### config.mk
export PLATFORM = sky130hd
export DESIGN_NAME = linear_policy_action_select
export DESIGN_NICKNAME = d
export VERILOG_FILES = /design/src/sv/lpas_pkg.sv /design/src/sv/lpas_cell.sv /design/src/sv/lpas_weight_mac.sv /design/src/sv/lpas_scan.sv /design/src/sv/linear_policy_action_select.sv
export SDC_FILE = /design/constraint.sdc
export NUM_CORES = 2
export LEC_CHECK = 0
export BUFFER_PORTS_ARGS = -buffer_cell sky130_fd_sc_hd__buf_2
export CAP_MARGIN = 20
export CORE_ASPECT_RATIO = 1.4
export CORE_MARGIN = 4
export CORE_UTILIZATION = 31
export CTS_CLUSTER_DIAMETER = 80
export DETAILED_ROUTE_END_ITERATION = 8
export GPL_ROUTABILITY_DRIVEN = 0
export SLEW_MARGIN = 0
export SYNTH_ARGS = -nofsm -noshare
export SYNTH_HDL_FRONTEND = slang
export SYNTH_HIERARCHICAL = 1
export SYNTH_SLANG_ARGS = --single-unit
### constraint.sdc
create_clock -name clk -period 8.7 [get_ports clk]
set_input_delay 0.87 -clock clk [delete_from_list [all_inputs] [get_ports clk]]
set_output_delay 0.87 -clock clk [all_outputs]
set_load 0.02 [all_outputs]
### src/sv/lpas_pkg.sv
// ---------------------------------------------------------------------------
// lpas_pkg
// Shared widths, operation codes and the scan result type of the linear
// action selector.
// ---------------------------------------------------------------------------
`default_nettype none

package lpas_pkg;

    localparam int W_W    = 16;  // Q8.8 weight and feature
    localparam int PROD_W = 32;  // Q16.16 product
    localparam int ACC_W  = 40;  // Q24.16 score
    localparam int DIFF_W = 41;  // score difference, one bit of growth
    localparam int ACT_W  = 3;   // action index and tie count
    localparam int POS_W  = 5;   // feature position, 0 to 16
    localparam int SLOT_W = 6;   // weight table slot
    localparam int ADDR_W = 7;   // slot address before the range check
    localparam int TOL_W  = 16;
    localparam int RND_W  = 64;
    localparam int SLICE_W = 16;

    localparam int DEPTH = 64;

    localparam logic OP_WRITE   = 1'b0;
    localparam logic OP_FEATURE = 1'b1;

    typedef struct packed {
        logic [ACT_W-1:0]        action;
        logic signed [ACC_W-1:0] score;
        logic [ACT_W-1:0]        ties;
    } scan_res_t;

endpackage

`default_nettype wire

### src/sv/lpas_cell.sv
// ---------------------------------------------------------------------------
// lpas_cell
// One score accumulator of the ring. On shift it takes its neighbor's score
// plus an addend.
// ---------------------------------------------------------------------------
`default_nettype none

module lpas_cell
    import lpas_pkg::*;
(
    input  wire logic                    clk,
    input  wire logic                    rst_n,
    input  wire logic                    shift,
    input  wire logic signed [ACC_W-1:0] nbr_in,
    input  wire logic signed [ACC_W-1:0] addend,
    output logic signed [ACC_W-1:0]      acc
);

    logic signed [ACC_W-1:0] acc_reg;
    logic signed [ACC_W-1:0] acc_next;

    always_comb
    begin
        acc_next = acc_reg;
        if (shift)
        begin
            acc_next = nbr_in + addend;
        end
    end

    always_ff @(posedge clk or negedge rst_n)
    begin
        if (!rst_n)
        begin
            acc_reg <= '0;
        end
        else
        begin
            acc_reg <= acc_next;
        end
    end

    assign acc = acc_reg;

endmodule

`default_nettype wire

### src/sv/lpas_weight_mac.sv
// ---------------------------------------------------------------------------
// lpas_weight_mac
// Weight table with one write and one registered read port, followed by a
// registered feature times weight multiplier.
// ---------------------------------------------------------------------------
`default_nettype none

module lpas_weight_mac
    import lpas_pkg::*;
(
    input  wire logic                     clk,
    input  wire logic                     rst_n,
    input  wire logic                     wr_en,
    input  wire logic [SLOT_W-1:0]        wr_slot,
    input  wire logic [W_W-1:0]           wr_data,
    input  wire logic                     rd_en,
    input  wire logic [ADDR_W-1:0]        rd_addr,
    input  wire logic signed [W_W-1:0]    feature,
    output logic signed [PROD_W-1:0]      prod,
    output logic                          prod_valid
);

    logic [W_W-1:0]            mem [DEPTH];
    logic [W_W-1:0]            rdata_reg;
    logic                      oob_reg;
    logic                      rd_valid_reg;
    logic signed [PROD_W-1:0]  prod_reg;
    logic                      prod_valid_reg;

    always_ff @(posedge clk)
    begin
        if (wr_en)
        begin
            mem[wr_slot] <= wr_data;
        end
        if (rd_en)
        begin
            rdata_reg <= mem[rd_addr[SLOT_W-1:0]];
            // slots past the table read as zero
            oob_reg   <= rd_addr[ADDR_W-1];
        end
    end

    always_ff @(posedge clk)
    begin
        if (rd_valid_reg)
        begin
            if (oob_reg)
            begin
                prod_reg <= '0;
            end
            else
            begin
                prod_reg <= feature * $signed(rdata_reg);
            end
        end
    end

    always_ff @(posedge clk or negedge rst_n)
    begin
        if (!rst_n)
        begin
            rd_valid_reg   <= 1'b0;
            prod_valid_reg <= 1'b0;
        end
        else
        begin
            rd_valid_reg   <= rd_en;
            prod_valid_reg <= rd_valid_reg;
        end
    end

    assign prod       = prod_reg;
    assign prod_valid = prod_valid_reg;

endmodule

`default_nettype wire

### src/sv/lpas_scan.sv
// ---------------------------------------------------------------------------
// lpas_scan
// Argmax over the ring with randomized tie break. Each action has a
// sample step (ring shifts, difference registered), each after the first a decide step.
// ---------------------------------------------------------------------------
`default_nettype none

module lpas_scan
    import lpas_pkg::*;
#(
    parameter int NUM_ACTIONS = 4
)
(
    input  wire logic                    clk,
    input  wire logic                    rst_n,
    input  wire logic                    start,
    input  wire logic signed [ACC_W-1:0] cand,
    input  wire logic [TOL_W-1:0]        tol,
    input  wire logic [RND_W-1:0]        rnd,
    output logic                         shift,
    output logic                         done,
    output scan_res_t                    res
);

    localparam logic [ACT_W-1:0] LAST_ACT = ACT_W'(NUM_ACTIONS - 1);

    logic                     busy_reg;
    logic                     decide_reg;
    logic [ACT_W-1:0]         cnt_reg;
    logic signed [ACC_W-1:0]  best_reg;
    logic [ACT_W-1:0]         best_idx_reg;
    logic [ACT_W-1:0]         ties_reg;
    logic signed [DIFF_W-1:0] d_reg;
    logic signed [ACC_W-1:0]  cand_reg;

    logic [ACT_W-1:0]         act_m1;
    logic [SLICE_W-1:0]       slice;
    logic [ACT_W-1:0]         ties_inc;
    logic [ACT_W-1:0]         tie_mul;
    logic [SLICE_W+ACT_W-1:0] scaled;
    logic signed [DIFF_W-1:0] tol_pos;
    logic signed [DIFF_W-1:0] tol_neg;
    logic                     is_tie;
    logic                     take_tie;

    always_comb
    begin
        act_m1   = cnt_reg - ACT_W'(1);
        slice    = rnd[{act_m1[1:0], 4'b0000} +: SLICE_W];
        ties_inc = ties_reg + ACT_W'(1);
        // replace with probability 1/(1+ties), ties counting this one
        tie_mul  = ties_reg + ACT_W'(2);
        scaled   = slice * tie_mul;
        tol_pos  = $signed({(DIFF_W-TOL_W)'(0), tol});
        tol_neg  = -tol_pos;
        is_tie   = (d_reg < tol_pos) && (d_reg > tol_neg);
        take_tie = (scaled[SLICE_W+ACT_W-1:SLICE_W] == '0);
    end

    assign shift = busy_reg && !decide_reg;
    assign done  = busy_reg && decide_reg && (cnt_reg == LAST_ACT);

    always_ff @(posedge clk or negedge rst_n)
    begin
        if (!rst_n)
        begin
            busy_reg   <= 1'b0;
            decide_reg <= 1'b0;
            cnt_reg    <= '0;
        end
        else if (start)
        begin
            busy_reg   <= 1'b1;
            decide_reg <= 1'b0;
            cnt_reg    <= '0;
        end
        else if (busy_reg)
        begin
            if (!decide_reg)
            begin
                // first action only loads the best, no decide cycle
                if (cnt_reg == '0)
                begin
                    cnt_reg <= ACT_W'(1);
                end
                else
                begin
                    decide_reg <= 1'b1;
                end
            end
            else
            begin
                decide_reg <= 1'b0;
                cnt_reg    <= cnt_reg + ACT_W'(1);
                if (cnt_reg == LAST_ACT)
                begin
                    busy_reg <= 1'b0;
                end
            end
        end
    end

    always_ff @(posedge clk)
    begin
        if (busy_reg && !decide_reg)
        begin
            if (cnt_reg == '0)
            begin
                best_reg     <= cand;
                best_idx_reg <= '0;
                ties_reg     <= '0;
            end
            else
            begin
                d_reg    <= {cand[ACC_W-1], cand} - {best_reg[ACC_W-1], best_reg};
                cand_reg <= cand;
            end
        end
        else if (busy_reg && decide_reg)
        begin
            if (is_tie)
            begin
                ties_reg <= ties_inc;
                if (take_tie)
                begin
                    best_reg     <= cand_reg;
                    best_idx_reg <= cnt_reg;
                end
            end
            else if (d_reg > 0)
            begin
                best_reg     <= cand_reg;
                best_idx_reg <= cnt_reg;
                ties_reg     <= '0;
            end
        end
    end

    always_comb
    begin
        res.action = best_idx_reg;
        res.score  = best_reg;
        res.ties   = ties_reg;
    end

endmodule

`default_nettype wire

### src/sv/linear_policy_action_select.sv
// ---------------------------------------------------------------------------
// linear_policy_action_select
// Linear action scoring with argmax and randomized tie break.
// ---------------------------------------------------------------------------
// A weight beat writes one table slot. In a feature beat the weight table
// has one read port, so the weights of the actions are read one per cycle,
// multiplied, and added into a ring of NUM_ACTIONS accumulator cells that
// rotates once per product. A beat with tlast set, also a feature past
// NUM_FEATURES, then scans the ring, clearing it, and hands the result to
// the output register once that register is free. The block takes one beat
// at a time; the output register lets the next beat in while a result waits.
// Weight slots that were never written give undefined scores.
// ---------------------------------------------------------------------------
`default_nettype none

module linear_policy_action_select
    import lpas_pkg::*;
#(
    parameter int NUM_ACTIONS  = 4,
    parameter int NUM_FEATURES = 16
)
(
    input  wire logic         clk,
    input  wire logic         rst_n,
    input  wire logic         cfg_wr_en,
    input  wire logic [15:0]  cfg_wr_data,   // tie_tolerance
    input  wire logic         s_axis_tvalid,
    output logic              s_axis_tready,
    // weight_index[5:0], weight_value[21:6], feature_value[37:22],
    // random_word[101:38], zero pad[103:102]
    input  wire logic [103:0] s_axis_tdata,
    input  wire logic         s_axis_tlast,  // feature_last
    input  wire logic         s_axis_tuser,  // operation
    output logic              m_axis_tvalid,
    input  wire logic         m_axis_tready,
    // chosen_action[2:0], best_score[42:3], tie_count[45:43], zero pad[47:46]
    output logic [47:0]       m_axis_tdata
);

    localparam logic [1:0] ST_IDLE = 2'd0;
    localparam logic [1:0] ST_MAC  = 2'd1;
    localparam logic [1:0] ST_SCAN = 2'd2;
    localparam logic [1:0] ST_OUT  = 2'd3;

    localparam logic [ADDR_W-1:0] NF_STEP  = ADDR_W'(NUM_FEATURES);
    localparam logic [POS_W-1:0]  NF_POS   = POS_W'(NUM_FEATURES);
    localparam logic [ACT_W-1:0]  LAST_ACT = ACT_W'(NUM_ACTIONS - 1);
    localparam logic [ACT_W-1:0]  NA_CNT   = ACT_W'(NUM_ACTIONS);

    logic [1:0]              state_reg, state_next;
    logic [POS_W-1:0]        pos_reg, pos_next;
    logic [ACT_W-1:0]        iss_reg, iss_next;
    logic [ACT_W-1:0]        shcnt_reg, shcnt_next;
    logic [ADDR_W-1:0]       addr_reg, addr_next;
    logic [TOL_W-1:0]        tol_reg;
    logic signed [W_W-1:0]   fval_reg;
    logic [RND_W-1:0]        rnd_reg;
    logic                    last_reg;
    logic                    out_valid_reg;
    scan_res_t               out_reg;

    logic                    s_acc;
    logic                    is_write;
    logic                    do_mac;
    logic                    rd_en;
    logic                    mac_done;
    logic                    scan_start;
    logic                    out_load;
    logic                    ring_shift;

    logic signed [PROD_W-1:0] prod;
    logic                     prod_valid;
    logic                     scan_shift;
    logic                     scan_done;
    scan_res_t                scan_res;

    logic signed [ACC_W-1:0] acc    [NUM_ACTIONS];
    logic signed [ACC_W-1:0] tail_nbr;
    logic signed [ACC_W-1:0] tail_add;

    assign s_axis_tready = (state_reg == ST_IDLE);
    assign s_acc         = s_axis_tvalid && s_axis_tready;
    assign is_write      = (s_axis_tuser == OP_WRITE);
    assign do_mac        = (pos_reg < NF_POS);
    assign rd_en         = (state_reg == ST_MAC) && (iss_reg < NA_CNT);
    assign mac_done      = prod_valid && (shcnt_reg == LAST_ACT);
    assign scan_start    = (s_acc && !is_write && !do_mac && s_axis_tlast)
                         || (mac_done && last_reg);
    assign out_load      = (state_reg == ST_OUT) && (!out_valid_reg || m_axis_tready);
    assign ring_shift    = prod_valid || scan_shift;

    always_comb
    begin
        state_next = state_reg;
        pos_next   = pos_reg;
        iss_next   = iss_reg;
        shcnt_next = shcnt_reg;
        addr_next  = addr_reg;
        unique case (state_reg)
            ST_IDLE:
            begin
                if (s_acc && !is_write)
                begin
                    if (do_mac)
                    begin
                        state_next = ST_MAC;
                        iss_next   = '0;
                        shcnt_next = '0;
                        addr_next  = {{(ADDR_W-POS_W){1'b0}}, pos_reg};
                    end
                    else if (s_axis_tlast)
                    begin
                        state_next = ST_SCAN;
                    end
                end
            end
            ST_MAC:
            begin
                if (rd_en)
                begin
                    iss_next  = iss_reg + ACT_W'(1);
                    addr_next = addr_reg + NF_STEP;
                end
                if (prod_valid)
                begin
                    shcnt_next = shcnt_reg + ACT_W'(1);
                end
                if (mac_done)
                begin
                    pos_next   = pos_reg + POS_W'(1);
                    state_next = last_reg ? ST_SCAN : ST_IDLE;
                end
            end
            ST_SCAN:
            begin
                if (scan_done)
                begin
                    state_next = ST_OUT;
                end
            end
            ST_OUT:
            begin
                if (out_load)
                begin
                    pos_next   = '0;
                    state_next = ST_IDLE;
                end
            end
            default:
            begin
                state_next = ST_IDLE;
            end
        endcase
    end

    always_ff @(posedge clk or negedge rst_n)
    begin
        if (!rst_n)
        begin
            state_reg     <= ST_IDLE;
            pos_reg       <= '0;
            iss_reg       <= '0;
            shcnt_reg     <= '0;
            tol_reg       <= TOL_W'(1);
            out_valid_reg <= 1'b0;
        end
        else
        begin
            state_reg <= state_next;
            pos_reg   <= pos_next;
            iss_reg   <= iss_next;
            shcnt_reg <= shcnt_next;
            if (cfg_wr_en)
            begin
                tol_reg <= cfg_wr_data;
            end
            if (out_load)
            begin
                out_valid_reg <= 1'b1;
            end
            else if (m_axis_tready)
            begin
                out_valid_reg <= 1'b0;
            end
        end
    end

    always_ff @(posedge clk)
    begin
        addr_reg <= addr_next;
        if (s_acc)
        begin
            fval_reg <= $signed(s_axis_tdata[37:22]);
            rnd_reg  <= s_axis_tdata[101:38];
            last_reg <= s_axis_tlast;
        end
        if (out_load)
        begin
            out_reg <= scan_res;
        end
    end

    lpas_weight_mac u_wmac (
        .clk        (clk),
        .rst_n      (rst_n),
        .wr_en      (s_acc && is_write),
        .wr_slot    (s_axis_tdata[5:0]),
        .wr_data    (s_axis_tdata[21:6]),
        .rd_en      (rd_en),
        .rd_addr    (addr_reg),
        .feature    (fval_reg),
        .prod       (prod),
        .prod_valid (prod_valid)
    );

    // the tail takes the head plus the product; a scan feeds zeros to clear
    assign tail_nbr = scan_shift ? '0 : acc[0];
    assign tail_add = scan_shift ? '0 : {{(ACC_W-PROD_W){prod[PROD_W-1]}}, prod};

    for (genvar i = 0; i < NUM_ACTIONS; i++)
    begin : g_ring
        if (i == NUM_ACTIONS - 1)
        begin : g_tail
            lpas_cell u_cell (
                .clk    (clk),
                .rst_n  (rst_n),
                .shift  (ring_shift),
                .nbr_in (tail_nbr),
                .addend (tail_add),
                .acc    (acc[i])
            );
        end
        else
        begin : g_body
            lpas_cell u_cell (
                .clk    (clk),
                .rst_n  (rst_n),
                .shift  (ring_shift),
                .nbr_in (acc[i+1]),
                .addend ('0),
                .acc    (acc[i])
            );
        end
    end

    lpas_scan #(
        .NUM_ACTIONS (NUM_ACTIONS)
    ) u_scan (
        .clk   (clk),
        .rst_n (rst_n),
        .start (scan_start),
        .cand  (acc[0]),
        .tol   (tol_reg),
        .rnd   (rnd_reg),
        .shift (scan_shift),
        .done  (scan_done),
        .res   (scan_res)
    );

    assign m_axis_tvalid = out_valid_reg;
    assign m_axis_tdata  = {2'b00, out_reg.ties, out_reg.score, out_reg.action};

    a_ring_idle : assert property (@(posedge clk) disable iff (!rst_n)
        (state_reg == ST_IDLE) |-> !ring_shift)
        else $error("accumulator ring rotates while idle");

    a_prod_in_mac : assert property (@(posedge clk) disable iff (!rst_n)
        prod_valid |-> (state_reg == ST_MAC))
        else $error("product arrives outside a feature update");

    a_pos_range : assert property (@(posedge clk) disable iff (!rst_n)
        pos_reg <= NF_POS)
        else $error("feature position past the feature count");

    a_out_from_scan : assert property (@(posedge clk) disable iff (!rst_n)
        $rose(out_valid_reg) |-> $past(state_reg == ST_OUT))
        else $error("result posted without a finished scan");

    a_scan_only_in_scan : assert property (@(posedge clk) disable iff (!rst_n)
        scan_shift |-> (state_reg == ST_SCAN))
        else $error("scan shifts the ring outside the scan state");

endmodule

`default_nettype wire
Word level (Yosys, flattened, before mapping):

Memory sizes are Yosys's and may differ from the RTL's. A register that Yosys moved wholly into a read port is not among the register bits.
Index checks and enable logic that the tools add are counted.
Widths: inputs -> output; s select.

* register bits: 491
* input port bits: 127
* output and inout bits: 50
* logic and storage cells: 158
* bits in writable memories: 1024
* memories: 1

* reduce and logical (&&, ||, !) cells: 37
* bitwise logic cells: 2
* multiplexer cells: 55
* eq/ne operators: 15
* add/sub/neg operators: 11
* shift-type cells: 1
* multipliers: 2
* magnitude comparators: 5

Memories
* u_wmac.mem: words 64, width 16, rd ports 1, clocked after Yosys merged registers in 1, wr ports 1, line lpas_weight_mac.sv:23 `logic [W_W-1:0] mem [DEPTH];`

Operator list (number)
* $mux 40: 8
* $shiftx 64x7->16: 1
* $mux 3: 18
* $gt 41x1->1 const B: 1
* $gt 41x41->1: 1
* $lt 41x17->1: 1
* $neg 16->41: 1
* $sub 40x40->41: 1
* $add 40x40->40: 1
* $mul 16x16->32: 1
* $mux 7: 3
* $mul 16x3->19: 1
* $mux 2: 7
* $pmux 7 s2: 1
* $logic_and 1x1->1: 13
* $add 3x1->3 const B: 4
* $mux 1: 12
* $pmux 3 s2: 2
* $reduce_and 4->1: 3
* $mux 5: 2
* $ne 2x1->1 const B: 5
* $pmux 5 s2: 1
* $reduce_bool 2->1: 5
* $pmux 2 s4: 1
* other kinds (21): 34

Depth between registers and ports, before layout:

* word-level depth: 8
* mapped depth: 21
* gate-level depth less buffers: 20

Modules after synthesis:

Netlist, hierarchy kept.

Modules (own cells, without submodules)
* lpas_weight_mac: sequential area each 32271.0 µm², instances 1, area an instance 50669.8 µm², cells an instance 2725
* lpas_cell (g_ring[1].g_body.u_cell ...): sequential area each 1001.0 µm², instances 3, area an instance 3682.3 µm², cells an instance 400
* lpas_scan: sequential area each 3938.8 µm², instances 1, area an instance 9997.1 µm², cells an instance 941
* linear_policy_action_select: sequential area each 4775.8 µm², instances 1, area an instance 6007.0 µm², cells an instance 353
* lpas_cell (g_ring[0].g_body.u_cell): sequential area each 1001.0 µm², instances 1, area an instance 3603.5 µm², cells an instance 391

Worst setup path after synthesis:

No wires, ideal clock.

* path type: register -> register
* start: register u_scan.cnt_reg[0]
* end: register u_scan.cand_reg[0], enable pin
* data required time: 8.078 ns
* period minus slack after synthesis: 7.614 ns
* path buffers: 2
* data arrival time: 6.992 ns
* library setup time: 0.622 ns
* stages on the path, launching flop included: 7
* slack: 1.086 ns
* path through: dfrtp_1 buf_6 buf_1 inv_1 ha_1 nor2b_1 nor3_1

* longest elaborated chain between the ends: 3

Ends and longest elaborated chain
* start, declared: line lpas_scan.sv:29 `logic [ACT_W-1:0] cnt_reg;`
* start signal, assigned: line lpas_scan.sv:94 `cnt_reg <= cnt_reg + ACT_W'(1);`
* $logic_not 3->1: line lpas_scan.sv:107 `if (cnt_reg == '0)`
* $not 1->1 (no source line)
* $reduce_and 2->1 (no source line)
* end signal, assigned: line lpas_scan.sv:116 `cand_reg <= cand;`
* end, declared: line lpas_scan.sv:34 `logic signed [ACC_W-1:0] cand_reg;`

No other way between the ends.
A chain may end at the register's enable or synchronous reset.

Worst setup path after layout:

* start: register u_wmac.rdata_reg[1] (read register of u_wmac.mem)
* end: register u_wmac.prod_reg[29] (netlist: u_wmac/prod[29]), data pin

* longest elaborated chain between the ends: 1

Ends and longest elaborated chain
* start, declared: line lpas_weight_mac.sv:24 `logic [W_W-1:0] rdata_reg;`
* $mul 16x16->32: line lpas_weight_mac.sv:54 `prod_reg <= feature * $signed(rdata_reg);`
* end signal, assigned: line lpas_weight_mac.sv:54
* end, declared: line lpas_weight_mac.sv:27 `logic signed [PROD_W-1:0] prod_reg;`

No other way between the ends.

==> metrics.yaml <==
outcome: "completed"
areaGrowthSynthToFinish_pct: 14.5
met2_usage_pct: 26.6
syn-cell-area_mm2: 0.0813
ys_async_sr_fraction_pct: 12.9
final_max_slew_viol_count: 0
synth_cells: 5610
setup_viol: 0
io_buffer_count: 172
switching_share_pct: 41.6
clock_skew_ns: 0.0455
yosysTopAreaCell: "edfxtp_1"
p_int_mw: 22.5
design_area_mm2: 0.0931
arrival_ns: 7.46
instances_no_fill: 9588
rsz0062_at_grt: "false"
comb_power_share_pct: 54.9
grt_pass1_vias: 49069
cts_sinks: 1531
nNetsFinal: 6736
required_ns: 9.28
vias_per_cell: 4.96
yosys-top-cells-count: "edfxtp_1 (1334), inv_1 (436), ha_1 (361)"
dp_slack_ns: 1.93
grt_usage_pct: 14.3
ir_drop_mv: 1.05
use_met3_pct: 2.23
synth_area_leaders: "edfxtp_1 (49%), mux4_2 (9.6%), fa_1 (6.9%)"
worstMarginPinSlew_ns: 1.13
io_pins: 177
worstSetupEndpointType: "flop"
synth_ff_type: "edfxtp_1"
nFillCells: 24995
power.switching_mw: 16.0
ys_seq_area_share_pct: 55.3
clock.fmax_mhz: 145
worstSetupPathType: "flop to flop"
largest_reg_flops: 1024
routed_wl_mm: 195
fin_setup_tns_ns: 0
p_leak_nw: 34.6
ys_types: 106
start_util_pct: 31.1
dp_hpwl_mm: 136
grt_antenna_before_repair: 19
die_area_mm2: 0.271
drv_cap: 0
overflow: 0
dpl.cell_count: 9250
clk_path_buf_depth: 3
grt_max_degree: 161
hp-class: "primary input to flop"
final_layout_size_suffix_gt1_share_pct: 18.6
clkTransAtPathRegs_ns: 0.06
htree_num_levels: 4
avgSynthCellArea_um2: 14.5
rows: 222
pwr-share-seq_pct: 25.6
synth_edf_count: 1334
yosysMostFrequentCell: "edfxtp_1"
finalCritPeriodShare_pct: 79.1
grtUsageMet1_pct: 16.6
dpl_cell_area_mm2: 0.0868
die_h_um: 614
cts_buffers: 169
slew_headroom_pct: 24.9
post_drt_wl_per_cell_um: 20.3
grt_pass1_wl_mm: 296
drcViolationCount: 0
clockRootBuffer: "clkbuf_16"
post-route-min-period_ns: 6.88
clkLatencyLatePin_ns: 0.84
vias: 47573
firstDrtPassIters: 7
cts_resized: 0
cts_tree: "done"
startpoint_type: "flop"
synth_top_area_share_pct: 49.3
hold_viol: 0
chipWidth_um: 441
grt.busiest_layer: "met2"
timing.final.ws_setup_ns: 1.82
critPathMaxFanout: 16
drt_iter0_markers: 3688
pwr-share-clk_pct: 19.5
p_per_area_mw_per_mm2: 413
ys_seq_elements: 1531
core_area_mm2: 0.261
yosys_warnings: 6
postRouteAntennaNets: 0
-- layout by cell type (no fill, tap or decap), types with 34 or more instances in the layout --
master        n
o211ai_1     38
dfrtp_1     196
xor2_1       75
buf_2       171
nand3_1      91
nand2_1     315
nor2b_1     107
edfxtp_1   1334
clkbuf_1     35
nand4_1      38
and3_1       34
nor3_1       72
inv_1       435
or3_1        35
buf_4        81
o21ai_0     101
ha_1        361
xnor2_1     115
mux4_2      347
nand2b_1     39
clkbuf_16   170
mux2_2      147
conb_1      125
and2_1      140
fa_1        281
a21o_1      136
a21oi_1     239
nor2_1      238
o21a_1       44
-- power by group through the flow --
stage / combinational [mW] / clock, mW / sequential (mW)
floorplan: 16.2 / 0 / 9.68
global placement: 20.6 / 0 / 10.0
detailed placement: 20.9 / 0 / 10.0
CTS: 21.0 / 7.69 / 9.89
global route: 23.8 / 8.00 / 9.95
finish: 21.1 / 7.50 / 9.86
-- metal layers --
metal,up-vias,wire (um)
met1,24418,74400
met4,10,6700
li1,21698,-
met5,-,58
met2,1111,105000
met3,336,9200
-- through the flow --
step           utilization [%]  hold WS, ns  total power, mW
6_report                  35.7        0.221             38.5
5_1_grt                   35.7        0.177             41.7
4_1_cts                   35.5        0.135             38.6
3_5_place_dp              33.2        0.410             30.9
3_3_place_gp              33.2        0.406             30.6
2_1_floorplan                -        0.400             25.9
-- logic make-up after synthesis --
kind of cell	after synthesis	share of synthesized area, %
other cells	1	0.00461
mux	511	12.0
flops	1531	55.3
simple gates	1241	7.76
buf+inv	652	3.29
compound gates	842	7.10
xor+xnor	190	2.05
fa+ha+maj	642	12.5
-- critical path, stage by stage, from the launching register on --
cell and delay [ns]:
edfxtp_1 0.85, nand2_1 0.21, inv_1 0.17, fa_1 0.43, inv_1 0.09, fa_1 0.41
fa_1 0.52, inv_1 0.07, fa_1 0.49, fa_1 0.49, inv_1 0.05, fa_1 0.50
inv_1 0.05, ha_1 0.37, nand3_1 0.17, nor3_1 0.27, o2111ai_1 0.22, a31oi_1 0.44
a2111o_1 0.35, a21oi_1 0.10, a311o_1 0.33
-- final cells by class --
type                            count  area (um^2)  area share (%)
Tap cell                         3472         4340            4.67
Clock inverter                    102         1470            1.58
Antenna cell                        8         20.0          0.0215
Sequential cell                  1531        45000            48.3
Multi-Input combinational cell   3551        34200            36.7
Timing Repair Buffer              276         1990            2.14
Inverter                          438         1650            1.77
Clock buffer                      210         4450            4.78
-- worst paths after layout --
| path | start | end | slack [ns] | cells past startpoint |
|---|---|---|---|---|
| worst min register to register | u_scan/best_idx_reg[1] | m_axis_tdata[1] | 0.42 | 0 |
| min in group asynchronous | rst_n | g_ring[2].g_body.u_cell/acc[11] | 0.64 | 2 |
| worst max-delay path | u_wmac/rdata_reg[1] | u_wmac/prod[29] | 1.82 | 20 |
| max in group asynchronous | rst_n | pos_reg[0] | 6.77 | 3 |
| worst max register to register | u_wmac/rdata_reg[1] | u_wmac/prod[29] | 1.82 | 20 |
| worst min-delay path | s_axis_tdata[33] | fval_reg[11] | 0.22 | 1 |
-- repair_timing --
| item | in CTS | in global routing |
|---|---|---|
| hold buffers | 1 | 0 |
| endpoints found under the hold margin | 43 | 0 |
| setup buffers | 0 | 0 |
Power figures use the tool's default switching activity.
